## config.mk

```make
export PLATFORM = sky130hd
export DESIGN_NAME = command_packet_parser_core_flat
export DESIGN_NICKNAME = d
export VERILOG_FILES = /design/src/rtl/cpp_pkg.sv /design/src/rtl/cpp_cmd_if.sv /design/src/rtl/cpp_result_if.sv /design/src/rtl/command_packet_parser_core.sv /design/src/rtl/cpp_ram.sv /design/src/rtl/cpp_seq.sv /design/src/flat_wrapper.sv
export SDC_FILE = /design/constraint.sdc
export NUM_CORES = 1
export LEC_CHECK = 0
export CAP_MARGIN = 20
export CORE_ASPECT_RATIO = 2
export CORE_UTILIZATION = 24
export CTS_BUF_LIST = sky130_fd_sc_hd__clkbuf_16
export DETAILED_ROUTE_END_ITERATION = 8
export DONT_BUFFER_PORTS = 1
export PLACE_DENSITY_LB_ADDON = 0.3
export SLEW_MARGIN = 20
export SYNTH_ARGS = -nofsm -noshare
export SYNTH_HDL_FRONTEND = slang
export SYNTH_SLANG_ARGS = --single-unit
```

## constraint.sdc

```tcl
create_clock -name clk -period 4 [get_ports clk]
set_input_delay 0.2 -clock clk [delete_from_list [all_inputs] [get_ports clk]]
set_output_delay 0.2 -clock clk [all_outputs]
set_load 0.01 [all_outputs]
```

## src/rtl/cpp_pkg.sv

```systemverilog
// Shared types, constants and helpers of the command packet parser.
// No dependencies; every other file but cpp_ram imports this package.
package cpp_pkg;

	localparam int PACKET_BYTES = 32;
	localparam int MAX_FIELDS   = 8;
	localparam int MAX_COMMANDS = 8;
	localparam int NAME_BYTES   = 16;

	localparam int PW = $clog2(PACKET_BYTES);
	localparam int FW = $clog2(MAX_FIELDS + 1);
	localparam int SW = $clog2(MAX_COMMANDS);
	localparam int NW = $clog2(NAME_BYTES);
	localparam int TW = SW + NW;

	localparam logic [7:0] CHAR_END   = 8'h3B;
	localparam logic [7:0] CHAR_SEP   = 8'h3A;
	localparam logic [7:0] CHAR_NUL   = 8'h00;

	localparam logic [1:0] ST_DISPATCHED   = 2'd0;
	localparam logic [1:0] ST_UNKNOWN_CMD  = 2'd1;
	localparam logic [1:0] ST_INVALID_ARGS = 2'd2;
	localparam logic [1:0] ST_TOO_LONG     = 2'd3;

	localparam logic ACT_STREAM = 1'b0;
	localparam logic ACT_TABLE  = 1'b1;

	localparam logic KIND_HEADER  = 1'b0;
	localparam logic KIND_PAYLOAD = 1'b1;

	typedef struct packed {
		logic       action;
		logic [7:0] byte_value;
		logic [2:0] table_slot;
		logic [3:0] table_position;
	} cmd_item_t;

	typedef struct packed {
		logic       item_kind;
		logic [1:0] status;
		logic [2:0] command_index;
		logic [3:0] field_count;
		logic [2:0] field_index;
		logic [7:0] payload_byte;
		logic       last;
	} result_item_t;

	function automatic logic [7:0] fold(input logic [7:0] c);
		fold = (c >= 8'h41 && c <= 8'h5A) ? c + 8'd32 : c;
	endfunction

endpackage

```

## src/rtl/cpp_cmd_if.sv

```systemverilog
// Valid/ready channel interface for input items.
// Depends on cpp_pkg for the payload type.
interface cpp_cmd_if import cpp_pkg::*; ();
	logic      valid;
	logic      ready;
	cmd_item_t payload;
	modport source (output valid, output payload, input ready);
	modport sink (input valid, input payload, output ready);
endinterface

```

## src/rtl/cpp_result_if.sv

```systemverilog
// Valid/ready channel interface for result items.
// Depends on cpp_pkg for the payload type.
interface cpp_result_if import cpp_pkg::*; ();
	logic         valid;
	logic         ready;
	result_item_t payload;
	modport source (output valid, output payload, input ready);
	modport sink (input valid, input payload, output ready);
endinterface

```

## src/rtl/command_packet_parser_core.sv

```systemverilog
// Top level of the command packet parser: count register, sequencer, output register.
// Depends on cpp_pkg, cpp_cmd_if, cpp_result_if and cpp_seq.
//
// channel | dir | handshake   | payload
// cmd     | in  | valid/ready | action, byte_value, table_slot, table_position
// res     | out | valid/ready | item_kind, status, command_index, field_count,
//         |     |             | field_index, payload_byte, last
// cfg     | in  | cfg_we      | cfg_wdata = registered_count
//
// Stream bytes and table writes are accepted only while the sequencer is idle.
// A terminator scans the buffer byte by byte, then compares the name character by
// character against each table entry in turn, then emits the header and each
// payload byte, skipping separators.
// Reset clears all control state; both memories hold garbage until written.
// A stalled result channel holds the sequencer in its emit states.
module command_packet_parser_core import cpp_pkg::*; (
	input  logic         clk,
	input  logic         arst_n,
	cpp_cmd_if.sink      cmd,
	cpp_result_if.source res,
	input  logic         cfg_we,
	input  logic [3:0]   cfg_wdata
);
	logic [3:0]   count_q, limit;
	logic         emit_free, emit_valid;
	result_item_t emit_item, out_q;
	logic         out_valid_q;

	always_ff @(posedge clk or negedge arst_n) begin
		if (!arst_n) begin
			count_q <= '0;
		end else if (cfg_we) begin
			count_q <= cfg_wdata;
		end
	end

	assign limit     = (count_q > 4'(MAX_COMMANDS)) ? 4'(MAX_COMMANDS) : count_q;
	assign emit_free = !out_valid_q || res.ready;

	cpp_seq u_seq (
		.clk(clk), .arst_n(arst_n), .cmd(cmd), .limit(limit),
		.emit_free(emit_free), .emit_valid(emit_valid), .emit_item(emit_item)
	);

	always_ff @(posedge clk or negedge arst_n) begin
		if (!arst_n) begin
			out_valid_q <= 1'b0;
		end else if (emit_free) begin
			out_valid_q <= emit_valid;
		end
	end

	always_ff @(posedge clk) begin
		if (emit_free && emit_valid) begin
			out_q <= emit_item;
		end
	end

	assign res.valid   = out_valid_q;
	assign res.payload = out_q;
endmodule

```

## src/rtl/cpp_ram.sv

```systemverilog
// Generic single-write, single-read synchronous RAM with registered read data.
// No dependencies.
module cpp_ram #(
	parameter int WIDTH = 8,
	parameter int DEPTH = 32
) (
	input  logic                     clk,
	input  logic                     we,
	input  logic [$clog2(DEPTH)-1:0] waddr,
	input  logic [WIDTH-1:0]         wdata,
	input  logic                     re,
	input  logic [$clog2(DEPTH)-1:0] raddr,
	output logic [WIDTH-1:0]         rdata
);
	logic [WIDTH-1:0] mem_q [DEPTH];

	always_ff @(posedge clk) begin
		if (we) begin
			mem_q[waddr] <= wdata;
		end
		if (re) begin
			rdata <= mem_q[raddr];
		end
	end
endmodule

```

## src/rtl/cpp_seq.sv

```systemverilog
// Packet sequencer: buffers stream bytes, scans, matches names and emits results.
// Depends on cpp_pkg, cpp_cmd_if and cpp_ram.
module cpp_seq import cpp_pkg::*; (
	input  logic          clk,
	input  logic          arst_n,
	cpp_cmd_if.sink       cmd,
	input  logic [3:0]    limit,
	input  logic          emit_free,
	output logic          emit_valid,
	output result_item_t  emit_item
);
	typedef enum logic [7:0] {
		S_IDLE   = 8'b00000001,
		S_SC_REQ = 8'b00000010,
		S_SC_USE = 8'b00000100,
		S_MT_REQ = 8'b00001000,
		S_MT_USE = 8'b00010000,
		S_HDR    = 8'b00100000,
		S_PL_REQ = 8'b01000000,
		S_PL_USE = 8'b10000000
	} state_t;

	state_t        state_q;
	logic [PW-1:0] fill_q, len_q, idx_q, end_q, nl_q, first_q, emitted_q, pcount_q;
	logic          disc_q;
	logic [FW-1:0] fields_q;
	logic [3:0]    slot_q;
	logic [1:0]    status_q;
	logic [2:0]    fi_q;
	logic [7:0]    pkt_rd, tbl_rd;
	logic          acc, pkt_we, tbl_we, pkt_re, tbl_re;
	logic [PW-1:0] pkt_raddr, nl_fin;
	logic [FW-1:0] fields_nx;
	logic [PW:0]   nl_ext;

	assign cmd.ready = (state_q == S_IDLE);
	assign acc       = cmd.valid && cmd.ready;
	assign pkt_we    = acc && cmd.payload.action == ACT_STREAM
		&& cmd.payload.byte_value != CHAR_END && !disc_q && fill_q != PW'(PACKET_BYTES - 1);
	assign tbl_we    = acc && cmd.payload.action == ACT_TABLE;
	assign pkt_re    = (state_q == S_SC_REQ) || (state_q == S_MT_REQ) || (state_q == S_PL_REQ);
	assign tbl_re    = (state_q == S_MT_REQ);
	assign pkt_raddr = idx_q;
	assign nl_ext    = {1'b0, nl_q};

	cpp_ram #(.WIDTH(8), .DEPTH(PACKET_BYTES)) u_pkt (
		.clk(clk), .we(pkt_we), .waddr(fill_q), .wdata(cmd.payload.byte_value),
		.re(pkt_re), .raddr(pkt_raddr), .rdata(pkt_rd)
	);

	cpp_ram #(.WIDTH(8), .DEPTH(MAX_COMMANDS * NAME_BYTES)) u_tbl (
		.clk(clk), .we(tbl_we),
		.waddr({cmd.payload.table_slot[SW-1:0], cmd.payload.table_position[NW-1:0]}),
		.wdata(cmd.payload.byte_value),
		.re(tbl_re), .raddr({slot_q[SW-1:0], idx_q[NW-1:0]}), .rdata(tbl_rd)
	);

	always_comb begin
		fields_nx = fields_q;
		if (pkt_rd == CHAR_SEP) begin
			fields_nx = fields_q + FW'(1);
		end
		nl_fin = (fields_nx == '0) ? ((pkt_rd == CHAR_NUL) ? idx_q : len_q) : nl_q;
		if (pkt_rd == CHAR_SEP && fields_q == '0) begin
			nl_fin = idx_q;
		end
	end

	always_comb begin
		emit_valid = 1'b0;
		emit_item  = '0;
		if (state_q == S_HDR && emit_free) begin
			emit_valid              = 1'b1;
			emit_item.item_kind     = KIND_HEADER;
			emit_item.status        = status_q;
			emit_item.command_index = (status_q == ST_DISPATCHED) ? slot_q[2:0] : 3'd0;
			emit_item.field_count   = (status_q == ST_DISPATCHED) ? fields_q : 4'd0;
			emit_item.last          = !(status_q == ST_DISPATCHED && pcount_q != '0);
		end else if (state_q == S_PL_USE && emit_free && pkt_rd != CHAR_SEP) begin
			emit_valid             = 1'b1;
			emit_item.item_kind    = KIND_PAYLOAD;
			emit_item.status       = ST_DISPATCHED;
			emit_item.field_index  = fi_q;
			emit_item.payload_byte = pkt_rd;
			emit_item.last         = (emitted_q + PW'(1) == pcount_q);
		end
	end

	always_ff @(posedge clk or negedge arst_n) begin
		if (!arst_n) begin
			state_q   <= S_IDLE;
			fill_q    <= '0;
			disc_q    <= 1'b0;
			len_q     <= '0;
			idx_q     <= '0;
			end_q     <= '0;
			nl_q      <= '0;
			first_q   <= '0;
			emitted_q <= '0;
			pcount_q  <= '0;
			fields_q  <= '0;
			slot_q    <= '0;
			status_q  <= ST_DISPATCHED;
			fi_q      <= '0;
		end else begin
			unique case (state_q)
				S_IDLE: begin
					if (acc && cmd.payload.action == ACT_STREAM) begin
						if (cmd.payload.byte_value == CHAR_END) begin
							fill_q   <= '0;
							disc_q   <= 1'b0;
							len_q    <= fill_q;
							idx_q    <= '0;
							fields_q <= '0;
							nl_q     <= '0;
							if (disc_q) begin
								status_q <= ST_TOO_LONG;
								state_q  <= S_HDR;
							end else if (fill_q != '0) begin
								state_q <= S_SC_REQ;
							end
						end else if (pkt_we) begin
							fill_q <= fill_q + PW'(1);
						end else begin
							fill_q <= '0;
							disc_q <= 1'b1;
						end
					end
				end
				S_SC_REQ: state_q <= S_SC_USE;
				S_SC_USE: begin
					if (pkt_rd == CHAR_SEP && fields_q >= FW'(MAX_FIELDS)) begin
						status_q <= ST_INVALID_ARGS;
						state_q  <= S_HDR;
					end else if (pkt_rd == CHAR_NUL || idx_q == len_q - PW'(1)) begin
						end_q    <= (pkt_rd == CHAR_NUL) ? idx_q : len_q;
						fields_q <= fields_nx;
						nl_q     <= nl_fin;
						idx_q    <= '0;
						slot_q   <= '0;
						if (nl_fin == '0) begin
							state_q <= S_IDLE;
						end else if (limit == '0) begin
							status_q <= ST_UNKNOWN_CMD;
							state_q  <= S_HDR;
						end else begin
							state_q <= S_MT_REQ;
						end
					end else begin
						fields_q <= fields_nx;
						if (pkt_rd == CHAR_SEP && fields_q == '0) begin
							nl_q <= idx_q;
						end
						idx_q   <= idx_q + PW'(1);
						state_q <= S_SC_REQ;
					end
				end
				S_MT_REQ: state_q <= S_MT_USE;
				S_MT_USE: begin
					if (tbl_rd != CHAR_NUL && idx_q < nl_q && fold(tbl_rd) == fold(pkt_rd)
							&& idx_q != PW'(NAME_BYTES - 1)) begin
						idx_q   <= idx_q + PW'(1);
						state_q <= S_MT_REQ;
					end else if ((tbl_rd == CHAR_NUL && idx_q == nl_q)
							|| (tbl_rd != CHAR_NUL && idx_q < nl_q
							&& fold(tbl_rd) == fold(pkt_rd) && nl_ext == (PW+1)'(NAME_BYTES))) begin
						status_q <= ST_DISPATCHED;
						pcount_q <= end_q - nl_q - PW'(fields_q);
						state_q  <= S_HDR;
					end else if (slot_q + 4'd1 == limit) begin
						status_q <= ST_UNKNOWN_CMD;
						state_q  <= S_HDR;
					end else begin
						slot_q  <= slot_q + 4'd1;
						idx_q   <= '0;
						state_q <= S_MT_REQ;
					end
				end
				S_HDR: begin
					if (emit_free) begin
						idx_q     <= nl_q + PW'(1);
						first_q   <= nl_q;
						fi_q      <= '0;
						emitted_q <= '0;
						if (status_q == ST_DISPATCHED && pcount_q != '0) begin
							state_q <= S_PL_REQ;
						end else begin
							state_q <= S_IDLE;
						end
					end
				end
				S_PL_REQ: state_q <= S_PL_USE;
				S_PL_USE: begin
					if (pkt_rd == CHAR_SEP) begin
						fi_q    <= fi_q + 3'd1;
						idx_q   <= idx_q + PW'(1);
						state_q <= S_PL_REQ;
					end else if (emit_free) begin
						emitted_q <= emitted_q + PW'(1);
						idx_q     <= idx_q + PW'(1);
						state_q   <= (emitted_q + PW'(1) == pcount_q) ? S_IDLE : S_PL_REQ;
					end
				end
				default: state_q <= S_IDLE;
			endcase
		end
	end

	a_emit_state: assert property (@(posedge clk) disable iff (!arst_n)
		emit_valid |-> (state_q == S_HDR || state_q == S_PL_USE))
		else $error("result produced outside header or payload state");
	a_fields_bound: assert property (@(posedge clk) disable iff (!arst_n)
		fields_q <= FW'(MAX_FIELDS))
		else $error("field count above limit");
	a_disc_empty: assert property (@(posedge clk) disable iff (!arst_n)
		disc_q |-> fill_q == '0)
		else $error("discarding with bytes held");
	a_payload_after: assert property (@(posedge clk) disable iff (!arst_n)
		(state_q == S_PL_USE) |-> idx_q > first_q)
		else $error("payload read inside the name");
endmodule
```

## src/flat_wrapper.sv

```systemverilog
// flat-port wrapper written by rule: the top's interface ports become plain ports
module command_packet_parser_core_flat import cpp_pkg::*;
  (clk, arst_n, cfg_we, cfg_wdata, cmd_valid, cmd_payload, cmd_ready, res_valid, res_payload, res_ready);
  cpp_cmd_if cmd_i ();
  cpp_result_if res_i ();
  input  logic clk;
  input  logic arst_n;
  input  logic cfg_we;
  input  logic [3:0] cfg_wdata;
  input wire logic [$bits(cmd_i.valid)-1:0] cmd_valid;
  input wire logic [$bits(cmd_i.payload)-1:0] cmd_payload;
  output wire logic [$bits(cmd_i.ready)-1:0] cmd_ready;
  output wire logic [$bits(res_i.valid)-1:0] res_valid;
  output wire logic [$bits(res_i.payload)-1:0] res_payload;
  input wire logic [$bits(res_i.ready)-1:0] res_ready;
  assign cmd_i.valid = cmd_valid;
  assign cmd_i.payload = cmd_payload;
  assign cmd_ready = cmd_i.ready;
  assign res_valid = res_i.valid;
  assign res_payload = res_i.payload;
  assign res_i.ready = res_ready;
  command_packet_parser_core u_core (.clk(clk), .arst_n(arst_n), .cmd(cmd_i), .res(res_i), .cfg_we(cfg_we), .cfg_wdata(cfg_wdata));
endmodule
```

==> results.yml, run 1 <==
critical_path:
  startpoint_type: "flip-flop"
  cp_max_fo: 10
  r2r_slack_ns: 0.30
  critPathKind: "reg -> reg"
  arrival_ns: 4.34
  required_ns: 4.64
  cp-end-kind: "flip-flop"
  crit_path_cell_trace: "or4_1, nor4_1, o211a_1, or2_1, nor2_1, o32a_1, o41ai_2, a41oi_2, mux2_1"
  slowest_stage: "or4_1"
  slowest_delay_ns: 0.71
cells_and_area:
  layout-drive-gt1-share: 0.2068
  final_net_count: 3580
  syn_to_final_growth_pct: 18.19
  fill_cells: 23070
floorplan:
  die_h_microns: 683.8
  core_area_sq_um: 231500
  start_util: 0.2410
  ioPinCount: 49
  row_count: 250
  dieArea_sq_um: 234500
  die-width_microns: 342.9
cts:
  cts_sinks: 1380
  cts.clk_slew.worst_paths_ns: 0.07
  root_buffer: "clkbuf_16"
  cts.path.max_buffers: 3
  cts_buffers: 118
  h-tree-depth: 3
  clock_latency_ns: 0.75
  postCtsSetupBuffers: 0
  cts_tree: "done"
routing:
  drt_iter0_drc: 1890
  detail_route.first_pass.iterations: 5
  num_vias: 29880
  drtAntennaViolNets: 0
  routed_via_density: 4.492
  drcViolationCount: 0
  wl_per_cell_microns: 23.96
  totalWireLength_microns: 159400
timing:
  tightest_slew_ns: 1.360
  fin_crit_ns: 3.701
  max-slew-margin-rel: 0.09358
  fmaxAchievable_mhz: 270.2
  worst_hold_slack_ns: 0.06121
  setup_slack_ns: 0.2991
  rsz0062_at_grt: "no"
  hold_viol_final: 0
  drv_slew: 0
  setup_tns_ns: 0
  setup_viol: 0
  finalCritPeriodShare: 0.9252
  skew_ns: 0.09569
yosys:
  synth-edff-count: 1318
  synth_nets: 3313
  synth-async-reset-ratio: 0.04493
  synthTopCellsByArea: "edfxtp_1 71%, mux4_2 6.5%, mux2i_1 4.4%"
  synth.yosys.warnings: 0
  synth_flop_cell: "edfxtp_1"
  yosysSeqAreaShare: 0.7373
  synth_common_cells: "1318 x edfxtp_1, 246 x mux2i_1, 225 x nor2_1, 206 x a21oi_1, 160 x mux4_2"
  synth_top_area_share: 0.7094
  yosysTopAreaCell: "edfxtp_1"
  netlist-cell-type-count: 71
  syn_area_sq_um: 55790
  synth_most_common_cell: "edfxtp_1"
  syn_avg_cell_area_sq_um: 17.13
  yosys_register_bits: 1380
  syn_inst: 3256
global_routing:
  grt_start_max_net_pins: 161
  antenna_found_initial: 1
  grt_use_total: 0.1341
  grt_pass1_vias: 31690
  grt_first_pass_wirelength_microns: 227100
  grt_overflow: 0
worst_hold_path:
  min_path_type: "in -> async"
power_and_ir_drop:
  total_power_mw: 36.34
  total_leakage_power_nw: 21.26
  pwr_density_cell_nw_per_um2: 551.2
  peakVddDrop_uv: 377.4
placed_design:
  dpl_worst_slack_ns: 0.3198
  place_hpwl_microns: 102900
  place_congestion: 0.8807
  numPortBuffers: 0
run_status:
  status: "completed"
run:
  maxCapViolCount: 0
layout by cell type (no fill, tap or decap), types with 12 or more instances in the layout:
cell,Yosys,layout
a211oi_1,28,28
a21o_1,13,13
a21oi_1,206,206
and2_1,21,20
buf_12,0,23
buf_4,0,272
bufinv_16,0,17
clkbuf_16,0,118
clkinv_1,1,38
clkinv_2,0,19
dfrtp_1,61,57
dlygate4sd3_1,0,18
edfxtp_1,1318,1318
ha_1,28,28
inv_1,37,49
mux2_2,90,90
mux2i_1,246,246
mux4_2,160,160
nand2_1,100,99
nand2b_1,13,12
nand3_1,26,24
nor2_1,225,225
nor3_1,51,51
nor4_1,16,16
o21ai_0,114,114
o221ai_1,83,83
o22ai_1,85,85
o31ai_1,13,13
xnor2_1,21,21
xor2_1,13,13
final timing paths:
check,from,to,cells past startpoint
max in group asynchronous,arst_n,u_core.u_seq.slot_q[1]$_DFFE_PN0P_,3
worst min-delay path,arst_n,u_core.u_seq.state_q[0]$_DFFE_PN1P_,2
min in group clk,cmd_payload[1],u_core.u_seq.u_tbl.mem_q[71][4]$_DFFE_PP_,2
worst max register to register,u_core.u_seq.u_pkt.rdata[0]$_DFFE_PP_,u_core.u_seq.status_q[0]$_DFFE_PN0P_,9
worst min register to register,u_core.u_seq.fi_q[2]$_DFFE_PN0P_,u_core.u_seq.fi_q[2]$_DFFE_PN0P_,1
worst max-delay path,u_core.u_seq.u_pkt.rdata[0]$_DFFE_PP_,u_core.u_seq.status_q[0]$_DFFE_PN0P_,9
power by group:
part	switching, mW	internal (mW)
clock network	5.45	6.52
logic	4.54	3.59
registers	0.239	16.0
cell type report:
class	instances	area [sq um]	area share
diodes	2	5.005	0.00007590
clock inverters	105	1080	0.01638
inverters	38	142.6	0.002163
well taps	3024	3784	0.05738
clock buffers	118	2953	0.04478
repair buffers	323	2958	0.04486
multi-input cells	1662	13870	0.2104
flip-flops and latches	1380	41140	0.6240
sequential cells by signal, summed over array words and instances (netlist names), 5 cells and up:
name and flops:
u_core.u_seq.pcount_q 5, u_core.u_seq.fill_q 5, u_core.u_seq.u_pkt.mem_q 256, u_core.u_seq.idx_q 5, u_core.u_seq.state_q 8, u_core.u_seq.u_pkt.rdata 8
u_core.u_seq.len_q 5, u_core.u_seq.end_q 5, u_core.res.payload 22, u_core.u_seq.nl_q 5, u_core.u_seq.u_tbl.rdata 8, u_core.u_seq.emitted_q 5
u_core.u_seq.u_tbl.mem_q 1024
per-stage QoR:
step	std cells	area, sq um	utilization
after floorplan	3256	55790	-
after global placement	6399	61440	0.2654
after detailed placement	6399	61440	0.2654
after CTS	6650	65930	0.2848
after global routing	6651	65930	0.2848
final	6652	65940	0.2849
worst max-delay path: cells and delay by family (launching register included):
family | cells | cell delay, ns
compound gates | 4 | 1.31
simple gates | 4 | 1.53
mux | 1 | 0.36
flops | 1 | 0.40
repair_timing:
| action | 4_1_cts | 5_1_grt |
|---|---|---|
| gates resized for setup | 0 | 0 |
| hold endpoints to repair | 1366 | 0 |
| hold buffers | 28 | 0 |
cell families (layout without fill, tap and decap cells):
kind of cell               after synthesis  in the layout  synth area share
xor gates and xnor gates                34             34          0.005338
muxes                                  498            498            0.1273
AOI/OAI and AO/OA                      588            588           0.06578
other                                    0              2                 0
buffers and inverters                  214            584           0.01471
DFF                                   1380           1380            0.7373
and+or+nand+nor                        510            510           0.04187
adders and majority gates               32             32          0.007715
routing by layer:
metal,global-route usage,wire (microns)
met1,0.1272,52660
met2,0.2688,92070
met3,0.01333,4240
met4,0.08086,10430
met5,0,0
(Power assumes the default switching activity.)
==> run 2: changes to the inputs <==
CELL_PAD_IN_SITES_DETAIL_PLACEMENT = 0   (was unset)
CELL_PAD_IN_SITES_GLOBAL_PLACEMENT = 1   (was unset)
==> results.yml, run 2 (synthesis gave the netlist of run 1 again) <==
run_status:
  status: "complete, but fails checks"
  violations: "negative hold slack"
cts:
  cts.clk_slew.worst_paths_ns: 0.07
  cts.path.max_buffers: 3
  h-tree-depth: 3
  clock_latency_ns: 0.74
  root_buffer: "clkbuf_16"
  cts_sinks: 1380
  hold_buffers: 31
  cts_tree: "done"
  cts_buffers: 120
  post_cts_resized: 0
  postCtsSetupBuffers: 0
power_and_ir_drop:
  total_leakage_power_nw: 21.26
  peakVddDrop_uv: 356.3
  pwr_density_cell_nw_per_um2: 551.2
critical_path:
  arrival_ns: 4.14
  r2r_end: "u_core.u_seq.u_tbl.mem_q[63][1]$_DFFE_PP_"
  rr_startpoint: "u_core.u_seq.state_q[6]$_DFFE_PN0P_"
  cpMostUsedCell: "nor2_1"
  slowest_stage: "and4b_1"
  startpoint_type: "flip-flop"
  slowest_delay_ns: 0.64
  cp-end-kind: "flip-flop"
  required_ns: 4.45
  crit_path_cell_trace: "nor4_1, and4b_1, nand3_1, nor2_1, nand3_2, buf_12, nor2_1, dlygate4sd3_1"
  rr_worst_depth: 8
  critPathKind: "reg -> reg"
  r2r_slack_ns: 0.31
  cp_max_fo: 16
cells_and_area:
  syn_to_final_growth_pct: 18.14
  mostFrequentLayoutCells: "1318 x edfxtp_1, 257 x buf_4, 246 x mux2i_1"
  largest_reg_flops: 1024
  final_net_count: 3574
  final_common_cell: "edfxtp_1"
  fill_cells: 23070
  layout-drive-gt1-share: 0.2061
  regMostFlops: "u_core.u_seq.u_tbl.mem_q"
  utilization: 0.2847
  final_area_sq_um: 65910
floorplan:
  die_h_microns: 683.8
  start_util: 0.2410
  dieArea_sq_um: 234500
  row_count: 250
  core_area_sq_um: 231500
  ioPinCount: 49
  die-width_microns: 342.9
timing:
  rsz0062_at_grt: "no"
  setup_tns_ns: 0
  finalCritPeriodShare: 0.9228
  hold_viol_final: 1
  skew_ns: 0.02223
  fmaxAchievable_mhz: 270.9
  max-slew-margin-rel: 0.1231
  setup_viol: 0
  worst_hold_slack_ns: -0.0008712
  tightest_slew_ns: 1.315
  fin_crit_ns: 3.691
  setup_slack_ns: 0.3088
  drv_slew: 0
placed_design:
  numPortBuffers: 0
  place_hpwl_microns: 104300
  dpl-instance-area_sq_um: 61410
  place_congestion: 0.8199
  dpl_worst_slack_ns: 0.3976
routing:
  routed_via_density: 4.422
  totalWireLength_microns: 158900
  drtAntennaViolNets: 0
  drt_iter0_drc: 1688
  drcViolationCount: 0
  detail_route.first_pass.iterations: 9
  num_vias: 29380
  wl_per_cell_microns: 23.92
global_routing:
  grt_overflow: 0
  antenna_found_initial: 1
  grt_first_pass_wirelength_microns: 225900
  grt_start_max_net_pins: 161
  grt_use_total: 0.1340
  grt_pass1_vias: 31270
run:
  maxCapViolCount: 0
worst_hold_path:
  min_path_type: "in -> async"
-- run 2: layer usage --
layer | share of wire | wire length [microns] | global-route usage | vias to the layer above
li1 | - | - | - | 13560
met2 | 0.60 | 95790 | 0.2808 | 453
met1 | 0.33 | 52040 | 0.1234 | 15160
met4 | 0.046 | 7317 | 0.06159 | 0
met5 | 0 | 0 | 0 | -
met3 | 0.024 | 3776 | 0.01411 | 208
-- run 2: area by class of cell --
| class | instances | area [sq um] | share of cell area |
|---|---|---|---|
| sequential | 1380 | 41140 | 0.6243 |
| multi-input combinational | 1662 | 13870 | 0.2105 |
| clock buffer | 120 | 3003 | 0.04556 |
| inverter | 38 | 142.6 | 0.002164 |
| timing repair buffer | 315 | 2938 | 0.04458 |
| tap | 3024 | 3784 | 0.05741 |
| antenna | 1 | 2.502 | 0.00003797 |
| clock inverter | 104 | 1018 | 0.01545 |
-- run 2: worst max-delay path by stage --
stage,cells past startpoint,slack (ns),start,end
global placement,9,0.28,u_core.u_seq.u_pkt.rdata[0]$_DFFE_PP_,u_core.u_seq.status_q[1]$_DFFE_PN0P_
CTS,9,0.36,u_core.u_seq.u_pkt.rdata[0]$_DFFE_PP_,u_core.u_seq.status_q[1]$_DFFE_PN0P_
floorplan,11,0.73,u_core.u_seq.u_pkt.rdata[0]$_DFFE_PP_,u_core.u_seq.status_q[0]$_DFFE_PN0P_
finish,8,0.31,u_core.u_seq.state_q[6]$_DFFE_PN0P_,u_core.u_seq.u_tbl.mem_q[63][1]$_DFFE_PP_
detailed placement,9,0.40,u_core.u_seq.u_pkt.rdata[0]$_DFFE_PP_,u_core.u_seq.status_q[1]$_DFFE_PN0P_
global route,9,0.16,u_core.u_seq.u_pkt.rdata[0]$_DFFE_PP_,u_core.u_seq.status_q[0]$_DFFE_PN0P_
-- run 2: through the flow --
| stage | std cells | total power [mW] |
|---|---|---|
| floorplan | 3256 | 21.47 |
| global placement | 6388 | 24.55 |
| detailed placement | 6388 | 24.54 |
| CTS | 6643 | 36.94 |
| global route | 6644 | 37.63 |
| finish | 6644 | 36.33 |
-- run 2: critical path: cells and delay by family (launching register included) --
kind	cells	cell delay, ns
AND/OR/NAND/NOR	6	2.15
buffers and inverters	2	0.80
flip-flops	1	0.44
-- run 2: power by group --
group          total (mW)  switching, mW  internal (mW)
registers            16.2          0.234           16.0
logic                8.11           4.55           3.56
clock network        12.0           5.34           6.64
total                36.3           10.1           26.2
